### config.mk
export PLATFORM = sky130hd
export DESIGN_NAME = olt_cell
export DESIGN_NICKNAME = d
export VERILOG_FILES = /design/src/rtl/core/olt_pkg.sv /design/src/rtl/core/olt_cell.sv
export SDC_FILE = /design/constraint.sdc
export NUM_CORES = 1
export LEC_CHECK = 0
export BUFFER_PORTS_ARGS = -buffer_cell sky130_fd_sc_hd__buf_2
export CORE_AREA = 2 2 128 130
export CTS_BUF_LIST = sky130_fd_sc_hd__clkbuf_2
export DETAILED_ROUTE_END_ITERATION = 16
export DIE_AREA = 0 0 130 132
export SKIP_CTS_REPAIR_TIMING = 1
export SYNTH_ARGS = -nofsm -noshare
export SYNTH_HDL_FRONTEND = slang
export SYNTH_SLANG_ARGS = --single-unit
### constraint.sdc
create_clock -name clk_i -period 1.6 [get_ports clk_i]
set_input_delay 0.08 -clock clk_i [delete_from_list [all_inputs] [get_ports clk_i]]
set_output_delay 0.08 -clock clk_i [all_outputs]
set_load 0.03 [all_outputs]
### src/rtl/core/olt_pkg.sv
// ---------------------------------------------------------------------------
// ordered list table package
// request and status codes, cell control and scan token types
// ---------------------------------------------------------------------------
`timescale 1ns / 1ps

package olt_pkg;

  typedef enum logic [2:0] {
    OP_APPEND = 3'd0,
    OP_GET    = 3'd1,
    OP_REMOVE = 3'd2,
    OP_FIND   = 3'd3,
    OP_CLEAR  = 3'd4
  } op_e;

  typedef enum logic [1:0] {
    ST_OK    = 2'd0,
    ST_FULL  = 2'd1,
    ST_RANGE = 2'd2
  } status_e;

  localparam logic [6:0] NONE_INDEX = 7'h7F;

  // one-cycle write commands plus the kind of scan in flight
  typedef struct packed {
    logic append;
    logic remove;
    logic clear;
    logic is_get;
  } cell_ctrl_t;

  // scan token walking down the chain
  typedef struct packed {
    logic        valid;
    logic        found;
    logic [6:0]  hit_idx;
    logic [31:0] rd;
  } tok_t;

endpackage

### src/rtl/core/olt_cell.sv
// ---------------------------------------------------------------------------
// ordered list table cell
// holds one entry, takes writes and shifts, updates the passing scan token
// ---------------------------------------------------------------------------
`timescale 1ns / 1ps

module olt_cell #(
  parameter int unsigned CAPACITY    = 64,
  parameter int unsigned VALUE_WIDTH = 32,
  parameter int unsigned IDX         = 0
) (
  input  logic                               clk_i,
  input  logic                               rst_ni,
  input  olt_pkg::cell_ctrl_t                ctrl_i,
  input  logic                               adv_i,
  input  logic [5:0]                         idx_i,
  input  logic [$clog2(CAPACITY+1)-1:0]      count_i,
  input  logic [VALUE_WIDTH-1:0]             val_i,
  input  logic [VALUE_WIDTH-1:0]             nbr_i,
  input  olt_pkg::tok_t                      tok_i,
  output logic [VALUE_WIDTH-1:0]             entry_o,
  output olt_pkg::tok_t                      tok_o
);
  import olt_pkg::*;

  localparam int unsigned CW   = $clog2(CAPACITY + 1);
  localparam int unsigned CMPW = (CW > 6) ? CW : 6;

  logic [VALUE_WIDTH-1:0]    entry_q, entry_d;
  tok_t                      tok_q, tok_d;
  logic [CMPW-1:0]           my_idx, idx_x, cnt_x;
  logic                      in_list, hit;
  logic [VALUE_WIDTH+31:0]   rd_ext;

  always_comb begin
    my_idx  = CMPW'(IDX);
    idx_x   = CMPW'(idx_i);
    cnt_x   = CMPW'(count_i);
    in_list = my_idx < cnt_x;
    hit     = ctrl_i.is_get ? (in_list && (idx_x == my_idx))
                            : (in_list && (entry_q == val_i));
    rd_ext  = {32'b0, entry_q};

    tok_d = tok_i;
    if (tok_i.valid && !tok_i.found && hit) begin
      tok_d.found   = 1'b1;
      tok_d.hit_idx = 7'(IDX);
      tok_d.rd      = rd_ext[31:0];
    end

    // slots past the count are always zero, so a remove shifts everything above
    entry_d = entry_q;
    if (ctrl_i.clear) begin
      entry_d = '0;
    end else if (ctrl_i.append && (my_idx == cnt_x)) begin
      entry_d = val_i;
    end else if (ctrl_i.remove && (my_idx >= idx_x)) begin
      entry_d = nbr_i;
    end
  end

  always_ff @(posedge clk_i or negedge rst_ni) begin
    if (!rst_ni) begin
      entry_q <= '0;
      tok_q   <= '0;
    end else begin
      entry_q <= entry_d;
      if (adv_i) begin
        tok_q <= tok_d;
      end
    end
  end

  assign entry_o = entry_q;
  assign tok_o   = tok_q;

endmodule

[Word-level counts from Yosys, hierarchy flattened]
Cells that the tools add are included.
Storage, ports and cells
  output and inout port bits: 73
  input port bits: 125
  flip-flop bits (word level): 73
  word-level logic and storage cells: 23
Cells by class
  mux-type cells: 5
  reduce and logical (&&, ||, !) cells: 10
  eq/ne operators: 1
  $lt $le $gt $ge: 2
Operator list (number)
  32-bit 2-to-1 mux: 3
  40-bit 2-to-1 mux: 1
  32-bit equality test: 1
  7-bit zero test: 1
  1-bit by 7-bit less-than comparator with 1-bit output (first input constant): 1
  1-bit by 6-bit >= comparator with 1-bit output (first input constant): 1
  1-bit logical AND: 6
  6-bit zero test: 1
  3-bit nonzero test: 1
  1-bit zero test: 1
  1-bit 2-to-1 mux: 1

[Longest topological paths before layout]
Gate-level depths: netlist (run 1).
  depth in word-level cells: 5
  gate-level depth with buffers: 8

[Worst setup path before layout (run 1)]
OpenSTA, ideal clock, no wires.
  kind: flip-flop to flip-flop
  from: register entry_q[17] (netlist: entry_o[17])
  to: register tok_q (netlist bit tok_o[0])
  clock period less this slack: 1926 ps
  arrival: 1832 ps
  path buffers: 2
  stages on the path, launching flop included: 8
  path slack: -326 ps
  setup time: 94 ps
  path through: dfrtp_1 xor2_1 nor4_1 and4_1 clkbuf_1 buf_2 a211oi_1 a221oi_2
On the way
  cells in the longest elaborated chain, start to end: 5
RTL lines
  start: declaration: RTL line olt_cell.sv:29  | logic [VALUE_WIDTH-1:0] entry_q, entry_d;
  start signal: assignment: RTL line olt_cell.sv:67  | entry_q <= entry_d;
  32-bit equality test: RTL line olt_cell.sv:41  | : (in_list && (entry_q == val_i));
  1-bit logical AND: RTL line olt_cell.sv:41
  1-bit 2-to-1 mux: RTL line olt_cell.sv:40  | hit = ctrl_i.is_get ? (in_list && (idx_x == my_idx))
  1-bit logical AND: RTL line olt_cell.sv:45  | if (tok_i.valid && !tok_i.found && hit) begin
  40-bit 2-to-1 mux: RTL line olt_cell.sv:45
  end signal: assignment: RTL line olt_cell.sv:69  | tok_q <= tok_d;
  end: declaration: RTL line olt_cell.sv:30  | tok_t tok_q, tok_d;
No other way between the ends.
A chain may end at the register's enable or synchronous reset.

[Worst setup path after layout (run 1)]
  from: register entry_q[10] (netlist: entry_o[10])
  to: register tok_q (netlist bit tok_o[22])
Same word-level chain as after synthesis.

==> metrics list, run 1 <==
* Run status: complete, but fails checks
* Failing checks: setup timing
- Post-detailed-route count of antenna-violating nets: 0
* Largest incremental delay on the critical path: 470 ps
- Subtracting the final worst setup slack from the clock period gives 1890 ps.
- Clock tree synthesis inserted a total of 9 buffers.
- The first TritonRoute pass finished after 5 iterations.
- In this run, synthesis produced a sequential element count of 73.
- Highest attainable clock frequency: 0.529 GHz
* Net switching power: 1.97 mW
- Number of enable flip-flop cells after synthesis: 0
- Including well taps, the total number of placed cells is 955.
* CP Cell Sequence: xor2_2 > nor4_2 > buf_4 > nand4_1 > nor2_4 > buf_12 > a221oi_2
- Initial core utilization: 0.318
- Post-synth design cell area: 5000 sq um
* CP Data Required Time: 2060 ps
- Largest net degree at the start of global routing: 41
* CTS clk-pin slew, worst paths: 230 ps
* Weighted congestion at the end of routability-driven global placement: 0.822
- Deepest clock path buffer count: 2
- A synthesized cell averages 9.47 sq um.
* Cell row count: 46
* Share of power burned in registers: 0.387
- Vert. Die Dim: 132 microns
- After layout, the worst setup slack is -289 ps.
- Die width: 130 microns
* Number of design rule violations left after detail routing: 0
- Post-synthesis cell type with the largest combined area: sky130_fd_sc_hd__dfrtp_1
- In this design, the largest share of critical-path delay is due to simple AND/OR/NAND/NOR gates.
- CTS Sinks: 73
* CTS tree: yes
- Clock tree synthesis selected as its root buffer the cell sky130_fd_sc_hd__clkbuf_2.
* Leading cell type by number of instances after synthesis: sky130_fd_sc_hd__dfrtp_1
* Count of non-filler cells in the finished layout: 1084
- H-tree depth: 3
- Total Routing Usage GR: 0.212
- Setup violations remaining at the end of the flow were counted as 41.
- In the final routed layout, each cell accounts on average for 18.7 microns.
* Crit path arrival time: 2350 ps
* Fraction of synthesis flops using an asynchronous set or reset pin: 1.00
* Tightest Pin Transition: 446 ps
- The share of the Yosys chip area taken by registers is 0.365.
* Area enclosed by the die boundary: 17200 sq um
- The share of synthesized area in the top cell type comes to 0.365.
- The first global-routing pass estimated 28.3 mm of wire.
- The wire-length estimate of the detail-placed layout is 14.1 mm.
* Wirelength, routed: 20.3 mm
- For this run the aggregate overflow at the end of global routing stands at 0.
- The routed layout has 5793 vias.
- In this run the power density over the cells is 678 nW/um^2.
- DR vias/cell: 5.34
- Of all nets on the critical path, the largest fanout is 20.
* I/O pin cnt: 198
- Final-stage net count: 988
- Fraction of the cycle the final worst path needs: 1.18
* Number of antenna violations at the first check in global routing: 0
- The region available for standard cell placement spans 15700 sq um.
* Master of the slowest instance on the critical path: sky130_fd_sc_hd__dfrtp_2
- Final hold slack: 86.8 ps
* # Max-Cap Violations: 0
- Number of distinct library cells after synthesis: 36
- The worst setup path is of the reg2reg kind.
- Static leakage: 3.79 nW
- Sum of buffers and inverters on the critical path: 2
- Of the cells placed in the final design, the portion with a size suffix greater than 1 is 0.433.
* Logic gate share of total power: 0.361
- For the worst-skew pair, the clock arrives at the later sink with an insertion delay of 580 ps.
* Clock skew: 22.3 ps
- The number of global-route vias before repair came to 5207.
- 0 antenna diodes ended up in the layout.
- Synthesis produced 528 cells.
- VDD sags by at most 0.389 mV.
- Most instantiated flip-flop cell in the synthesis netlist: sky130_fd_sc_hd__dfrtp_1
- Worst min-delay path class: in2reg
- Proportion of power drawn by the clock network: 0.252
- DR iter-0 viols: 439
- Cell types occupying the most area after synthesis: sky130_fd_sc_hd__dfrtp_1 (37%), sky130_fd_sc_hd__a221oi_2 (9.0%), sky130_fd_sc_hd__mux2i_1 (7.8%)
- Setup repair after global routing could not meet its margin everywhere.
- Internal power summed over all cells: 3.55 mW
- Buffers placed on the I/O ports in this run total 197.
- STA classifies the critical path endpoint as a register.
* Max Slew Vio Count: 0
- Switching Fraction: 0.357
- Critical Path Start Type: register
- Compared with the post-synthesis result, the final layout area differs by 62.8%.
- Measured against its own limit, the worst slew margin works out to 0.702.
* Number of failing hold endpoints at the final stage: 0
- The number of nets handed over by synthesis was 653.
- Post-route setup TNS: -9720 ps
- The commonest cells after synthesis are sky130_fd_sc_hd__dfrtp_1 (73), sky130_fd_sc_hd__nand2_1 (66), sky130_fd_sc_hd__a21oi_1 (39), sky130_fd_sc_hd__mux2i_1 (39), sky130_fd_sc_hd__nor2_1 (34).
* Ys Warns: 0
* Total power draw: 5.52 mW
-- per-stage QoR --
| step | cell area [sq um] | utilization | worst slack (ps) |
|---|---|---|---|
| after CTS | 6860 | 0.436 | -334 |
| final | 8140 | 0.518 | -289 |
| after global routing | 8140 | 0.518 | -403 |
| after global placement | 6700 | 0.427 | -281 |
| after floorplan | 5110 | - | -157 |
| after detailed placement | 6700 | 0.427 | -292 |
-- final timing paths --
kind / startpoint / end / slack, ps / cells after the start
max in group asynchronous: rst_ni / entry_o[21] / 180 / 4
min reg2reg: tok_o[29] / tok_o[29] / 550 / 2
max: entry_o[10] / tok_o[22] / -290 / 7
min: ctrl_i[1] / entry_o[1] / 90 / 3
min in group asynchronous: rst_ni / tok_o[33] / 530 / 4
max reg2reg: entry_o[10] / tok_o[22] / -290 / 7
-- worst min-delay path, delay by kind of cell --
family	cells	cell delay, ps
buffers and inverters	2	450
AOI/OAI and AO/OA	1	140
-- metal layers --
| layer | track usage | wire [microns] |
|---|---|---|
| met1 | 0.279 | 8580 |
| met2 | 0.356 | 10100 |
| met3 | 0.0414 | 1340 |
| met4 | 0.0514 | 256 |
| met5 | 0 | 0 |
-- registers in the layout, summed over array words and instances (netlist names) --
signal / cells
tok_o: 41
entry_o: 32
-- power by group through the flow --
stage          Sequential, mW  Combinational (mW)  Clock [mW]
3_3_place_gp             2.16                1.70           0
4_1_cts                  2.14                1.74        1.43
3_5_place_dp             2.17                1.73           0
2_1_floorplan            2.55               0.571           0
5_1_grt                  2.16                2.13        1.50
6_report                 2.14                1.99        1.39
-- cells in the final DEF (no fill, tap or decap), drive strengths merged, types with 2 or more instances in the layout --
master and instances:
a211oi 32, a21oi 40, a221oi 32, and4 2, buf 267, bufinv 3, clkbuf 11, clkinv 5
dfrtp 73, dlygate4sd3 111, mux2i 39, nand2 66, nand3 2, nand4 2, nor2 34, nor4 10
nor4b 32, o31ai 32, or3 32, xor2 32
-- final cells by class --
cell class / count / area [sq um]
Clock buffer: 9 / 45.0
Clock inverter: 7 / 109
Fill cell: 1476 / 7570
Inverter: 2 / 7.51
Multi-Input combinational cell: 397 / 3010
Sequential cell: 73 / 1870
Tap cell: 216 / 270
Timing Repair Buffer: 380 / 2830
-- kinds of logic (layout without fill, tap and decap cells) --
group | Yosys count | after routing | share of synthesized area
simple gates | 185 | 185 | 0.205
compound gates | 140 | 140 | 0.236
flops | 73 | 73 | 0.365
buf+inv | 58 | 398 | 0.0571
mux | 40 | 40 | 0.0803
xor+xnor | 32 | 32 | 0.0561
Note: power is estimated with default switching activity, not from simulation.
==> run 2: changes to the inputs <==
- CORE_AREA: 2 2 128 130 -> 2 2 115 145
- DIE_AREA: 0 0 130 132 -> 0 0 117 147
==> metrics list, run 2 (synthesis results as in run 1) <==
* Critical Path End Type: register
- CTS clk-pin slew, worst paths: 240 ps
- The run finished, with violations left.
- Remaining global-route overflow: 0
- The longest clock path from root to sink contains 2 buffers.
- The die covers 17200 sq um.
* Post-detailed-route count of antenna-violating nets: 0
- After detailed routing, the number of remaining DRC violations is 0.
- The startpoint identified for the worst register-to-register timing path is entry_o[28].
* Kind of cell adding the most delay to the critical path: simple AND/OR/NAND/NOR gates
- Maximum fanout encountered on the critical timing path: 6
- For the pin with the worst max-slew slack, the measured transition is 445 ps.
- The worst setup path is launched from a register.
- The critical path is of the reg2reg type.
- Cell row count: 52
* Average detailed-routed wire length per instance: 19.4 microns
- The wire-length estimate of the detail-placed layout is 14.2 mm.
* Largest net degree at the start of global routing: 74
* Time the final worst path needs with I/O delays and setup: 1980 ps
- Power comes to 5.19 mW.
- Setup violations remaining at the end of the flow were counted as 40.
* Crit path arrival time: 2440 ps
- Placed Instance Area: 6720 sq um
- For this design, the sink count on the clock tree is 73.
- Initial core utilization: 0.314
- The register with the most flip-flops in the layout has 41 of them.
- Post-route worst setup slack: -378 ps
* Largest vdd supply drop: 0.325 mV
* Layout cell share with drive strength beyond 1: 0.437
* CTS tree: yes
- Storage cell area: 1870 sq um
* H-tree depth: 3
* Setup repair after global routing missed its margin: true
- Die width: 117 microns
* # Max-Cap Violations: 0
- I/O pin cnt: 198
- Final-stage net count: 990
- Fraction of the cycle the final worst path needs: 1.24
- The first global-routing pass estimated 28.8 mm of wire.
* Weighted congestion at the end of routability-driven global placement: 0.932
- Clock latency on the worst-skew pair, taken at its later pin, is 570 ps.
* Total number of vias: 5842
* Total Routing Usage GR: 0.219
- Number of global-route vias before repair: 5369
* Total core area: 15900 sq um
- The tightest min-delay check is of the in2async type.
- Sum of buffers and inverters on the critical path: 2
* CP Data Required Time: 2060 ps
- For this run, the detailed router's first-pass iteration total came to 5.
* Area growth from synthesis to layout: 65.2%
- Largest incremental delay on the critical path: 460 ps
- Max Slew Vio Count: 0
- Static leakage: 3.82 nW
* P per Cell Area: 629 nW/um^2
* Number of failing hold endpoints at the final stage: 0
* Setup slack after placement: -535 ps
- Total clock buffers created by CTS: 9
* Wirelength, routed: 21.1 mm
- Port buffering added 197 buffers.
- Crit path from: entry_o[28]
- The slowest stage of the critical path is the sky130_fd_sc_hd__dfrtp_2 cell.
- Based on the critical path, the design can be clocked at up to 0.505 GHz.
* CP Cell Sequence: xor2_2 > nor4_4 > buf_4 > and4_4 > buf_12 > a211oi_1 > a221oi_1
* Clock skew: 38.7 ps
* Combined area of the multi-input logic cells: 3030 sq um
* DR vias/cell: 5.37
- Most frequent cells in the layout: sky130_fd_sc_hd__buf_2 (196), sky130_fd_sc_hd__dlygate4sd3_1 (106), sky130_fd_sc_hd__nand2_1 (66)
- After routing the design area is 8260 sq um.
- Filler cells: 1433
* Relative slew slack: 0.704
- The tree is rooted in a sky130_fd_sc_hd__clkbuf_2.
- Vert. Die Dim: 147 microns
* Failing checks: setup timing
- The initial antenna violation count came to 2.
- The library cell used most frequently in the layout, excluding fill and tap cells, is sky130_fd_sc_hd__buf_2.
* DR iter-0 viols: 304
-- run 2: cell types whose count changed in the layout (fill, tap and decap cells not counted), sizes merged --
cell	change
clkbuf	+6
dlygate4sd3	-5
bufinv	-2
diode	+2
inv	-1
clkinv	+2
buf	+2
-- run 2: final cells by class --
type,count,share of cell area
antenna,2,0.000606
timing repair buffer,382,0.361
clock buffer,10,0.00606
clock inverter,6,0.00606
sequential,73,0.226
tap,216,0.0327
multi-input combinational,397,0.367
inverter,2,0.000909
-- run 2: tightest hold or removal path, stage by stage --
cell and delay (ps):
sky130_fd_sc_hd__dlygate4sd3_1 530, sky130_fd_sc_hd__buf_4 110, sky130_fd_sc_hd__buf_12 340
-- run 2: metrics by stage --
step                hold WS [ps]  utilization  TNS (ps)  cells
floorplan                   -216            -     -5860    528
global placement             139        0.422    -16970    954
detailed placement           144        0.422    -20630    954
CTS                         -526        0.428    -20200    970
global route                35.9        0.518    -16640   1088
finish                      27.5        0.518    -12240   1088
-- run 2: worst paths after layout --
check	depth (start not counted)	slack [ps]	endpoint
setup / recovery	7	-380	tok_o[30]
hold / removal	3	30	tok_o[24]
setup reg to reg	7	-380	tok_o[30]
hold reg to reg	1	530	tok_o[40]
max in group asynchronous	3	1160	entry_o[1]
min in group clk_i	3	40	tok_o[39]
-- run 2: per-layer routing --
layer	track usage	vias to the layer above	routed length (microns)
li1	-	2657	-
met1	0.266	2828	7940
met2	0.374	294	10900
met3	0.0239	63	1190
met4	0.119	0	1040
met5	0	-	0
-- run 2: report_power, final --
part           leakage (nW)  switching, mW  total [mW]  internal, mW
logic                  2.88           1.14        2.00         0.857
registers             0.875          0.111        2.14          2.03
clock network        0.0659          0.710        1.05         0.345
total                  3.82           1.96        5.19          3.23
==> run 3: changes to the inputs <==
- CORE_AREA: 2 2 115 145 -> 2 2 128 130
- CTS_CLUSTER_DIAMETER: default -> 60
- DIE_AREA: 0 0 117 147 -> 0 0 130 132
- clock period: 1.6 -> 2.4 ns (I/O delays scaled with it)
==> metrics list, run 3 (synthesis results as in run 1) <==
- The flow ran to the end, and the final reports show no timing, DRC or antenna violations.
* Filler cells: 1509
- The count of pins over their slew limit is 0.
- Of the cells placed in the final design, the portion with a size suffix greater than 1 is 0.337.
* Weighted congestion at the end of routability-driven global placement: 0.798
* Critical setup path kind: reg2reg
* Fraction of the cycle the final worst path needs: 0.985
* Largest vdd supply drop: 0.169 mV
- After detailed routing, the average wire length per cell comes to 19.5 microns.
- Final-stage net count: 938
- Sum of buffers and inverters on the critical path: 1
- Largest incremental delay on the critical path: 580 ps
- The highest metal layer carrying signal wires in the routed design is met4.
* Number of design rule violations left after detail routing: 0
* Combined area of the multi-input logic cells: 2910 sq um
- Setup repair after global routing left no endpoint under its margin.
- In this run the remaining antenna-violating nets after routing total 0.
- Die width: 130 microns
* Total core area: 15700 sq um
* Metal3 WL: 1.37 mm
- At the pin with the least slew margin, the transition time is 1020 ps.
- Clock skew: 30.2 ps
- Post-Route M1 WL: 8.85 mm
- Relative slew slack: 0.323
* H-tree depth: 3
- The register with the most flip-flops in the layout has 41 of them.
- Master of the slowest instance on the critical path: sky130_fd_sc_hd__nor4_1
- Max-cap violations in this run came to 0.
- Static leakage: 3.49 nW
- Across the whole layout, storage elements account for 1830 sq um.
- Total power draw: 3.24 mW
* Initial core utilization: 0.318
* DR vias/cell: 5.44
- For this run, the top clock speed supported by timing is 0.423 GHz.
* Vert. Die Dim: 132 microns
* Number of search-and-repair iterations in the first detailed-routing pass: 5
- P per Cell Area: 439 nW/um^2
- Summed over all nets, wire length on met2 after detailed routing comes to 9.48 mm.
- CTS Sinks: 73
* Wirelength, routed: 20.1 mm
- Maximum fanout encountered on the critical timing path: 20
* Total Routing Usage GR: 0.222
* Antenna cell count: 0
- Cell row count: 46
- TritonCTS built the clock tree.
* Time the final worst path needs with I/O delays and setup: 2360 ps
- The hold violation count in the final report came to 0.
* Area growth from synthesis to layout: 47.6%
* Remaining global-route overflow: 0
- At the worst endpoint, the required time is 2890 ps.
* Wire length of the first global-routing pass: 29.3 mm
- Worst min-delay path class: in2reg
* Number of port buffers: 197
- DPL Wire Length: 13.3 mm
* Insertion delay to the later sink of the worst-skew pair: 560 ps
- CTS placed an instance of sky130_fd_sc_hd__clkbuf_2 at the clock tree root.
- The initial antenna violation count is 0.
* CTS clk-pin slew, worst paths: 210 ps
- The library cells used most frequently in the layout, excluding fill and tap cells, are sky130_fd_sc_hd__buf_2 (196), sky130_fd_sc_hd__dlygate4sd3_1 (106), sky130_fd_sc_hd__dfrtp_1 (73).
* Total number of vias: 5618
- Critical Path End Type: register
* Post-route setup TNS: 0 ps
- Total clock buffers created by CTS: 9
- Most frequent standard cell in the layout excluding fill and tap cells: sky130_fd_sc_hd__buf_2
* DR iter-0 viols: 360
* Crit path arrival time: 2850 ps
- Setup violations remaining at the end of the flow were counted as 0.
- Largest net degree at the start of global routing: 74
- Area enclosed by the die boundary: 17200 sq um
- STA classifies the critical path startpoint as a register.
- I/O pin cnt: 198
* Number of global-route vias before repair: 5229
- Kind of cell adding the most delay to the critical path: simple AND/OR/NAND/NOR gates
- The signal on the critical path passes through xor2_1 > nor4_1 > and4_1 > buf_4 > a211oi_1 > a221oi_2.
- Deepest clock path buffer count: 2
-- run 3: changes by cell type in the layout (fill, tap and decap cells not counted), moves of 5 or more --
cell,previous run,this run
sky130_fd_sc_hd__a211oi_1,26,32
sky130_fd_sc_hd__buf_12,15,3
sky130_fd_sc_hd__dfrtp_1,41,73
sky130_fd_sc_hd__a21oi_2,7,0
sky130_fd_sc_hd__buf_4,53,25
sky130_fd_sc_hd__dfrtp_2,32,0
sky130_fd_sc_hd__a21oi_1,32,39
sky130_fd_sc_hd__a211oi_2,5,0
sky130_fd_sc_hd__clkbuf_16,7,0
-- run 3: per-layer routing --
layer,track usage,up-vias
met5,0,-
met4,0.0830,0
met3,0.0406,35
met2,0.345,260
met1,0.305,2758
li1,-,2565
-- run 3: path summary, 6_finish.rpt --
| path | start | endpoint | slack (ps) | cells after the start |
|---|---|---|---|---|
| hold / removal | ctrl_i[3] | entry_o[31] | 40 | 4 |
| hold reg to reg | tok_o[40] | tok_o[40] | 540 | 1 |
| setup reg to reg | entry_o[30] | tok_o[17] | 40 | 6 |
| setup / recovery | entry_o[30] | tok_o[17] | 40 | 6 |
| max in group asynchronous | rst_ni | tok_o[30] | 1500 | 2 |
| min in group asynchronous | rst_ni | tok_o[35] | 260 | 2 |
-- run 3: worst min-delay path, stage by stage --
cell	delay (ps)
sky130_fd_sc_hd__buf_2	100
sky130_fd_sc_hd__nand3_2	60
sky130_fd_sc_hd__and2_2	220
sky130_fd_sc_hd__o31ai_1	90
-- run 3: area by class of cell --
cell class / instances / share of cell area
clock buffer: 12 / 0.00814
tap: 216 / 0.0366
clock inverter: 2 / 0.00102
multi-input combinational: 397 / 0.395
timing repair buffer: 330 / 0.310
inverter: 2 / 0.00102
sequential: 73 / 0.248
-- run 3: through the flow --
stage / utilization / hold slack, ps / instances / setup WS [ps] / area [sq um]
2_1_floorplan: - / -176 / 528 / 474 / 5000
3_3_place_gp: 0.397 / 343 / 912 / 114 / 6240
3_5_place_dp: 0.397 / 367 / 912 / 47.6 / 6240
4_1_cts: 0.401 / -306 / 926 / 14.6 / 6310
5_1_grt: 0.469 / 11.8 / 1032 / 5.47 / 7380
6_report: 0.469 / 39.3 / 1032 / 36.3 / 7380
-- run 3: power by group --
| group | switching, mW | internal, mW | leakage [nW] |
|---|---|---|---|
| logic | 0.687 | 0.486 | 2.52 |
| clock network | 0.475 | 0.132 | 0.0530 |
| registers | 0.110 | 1.34 | 0.919 |
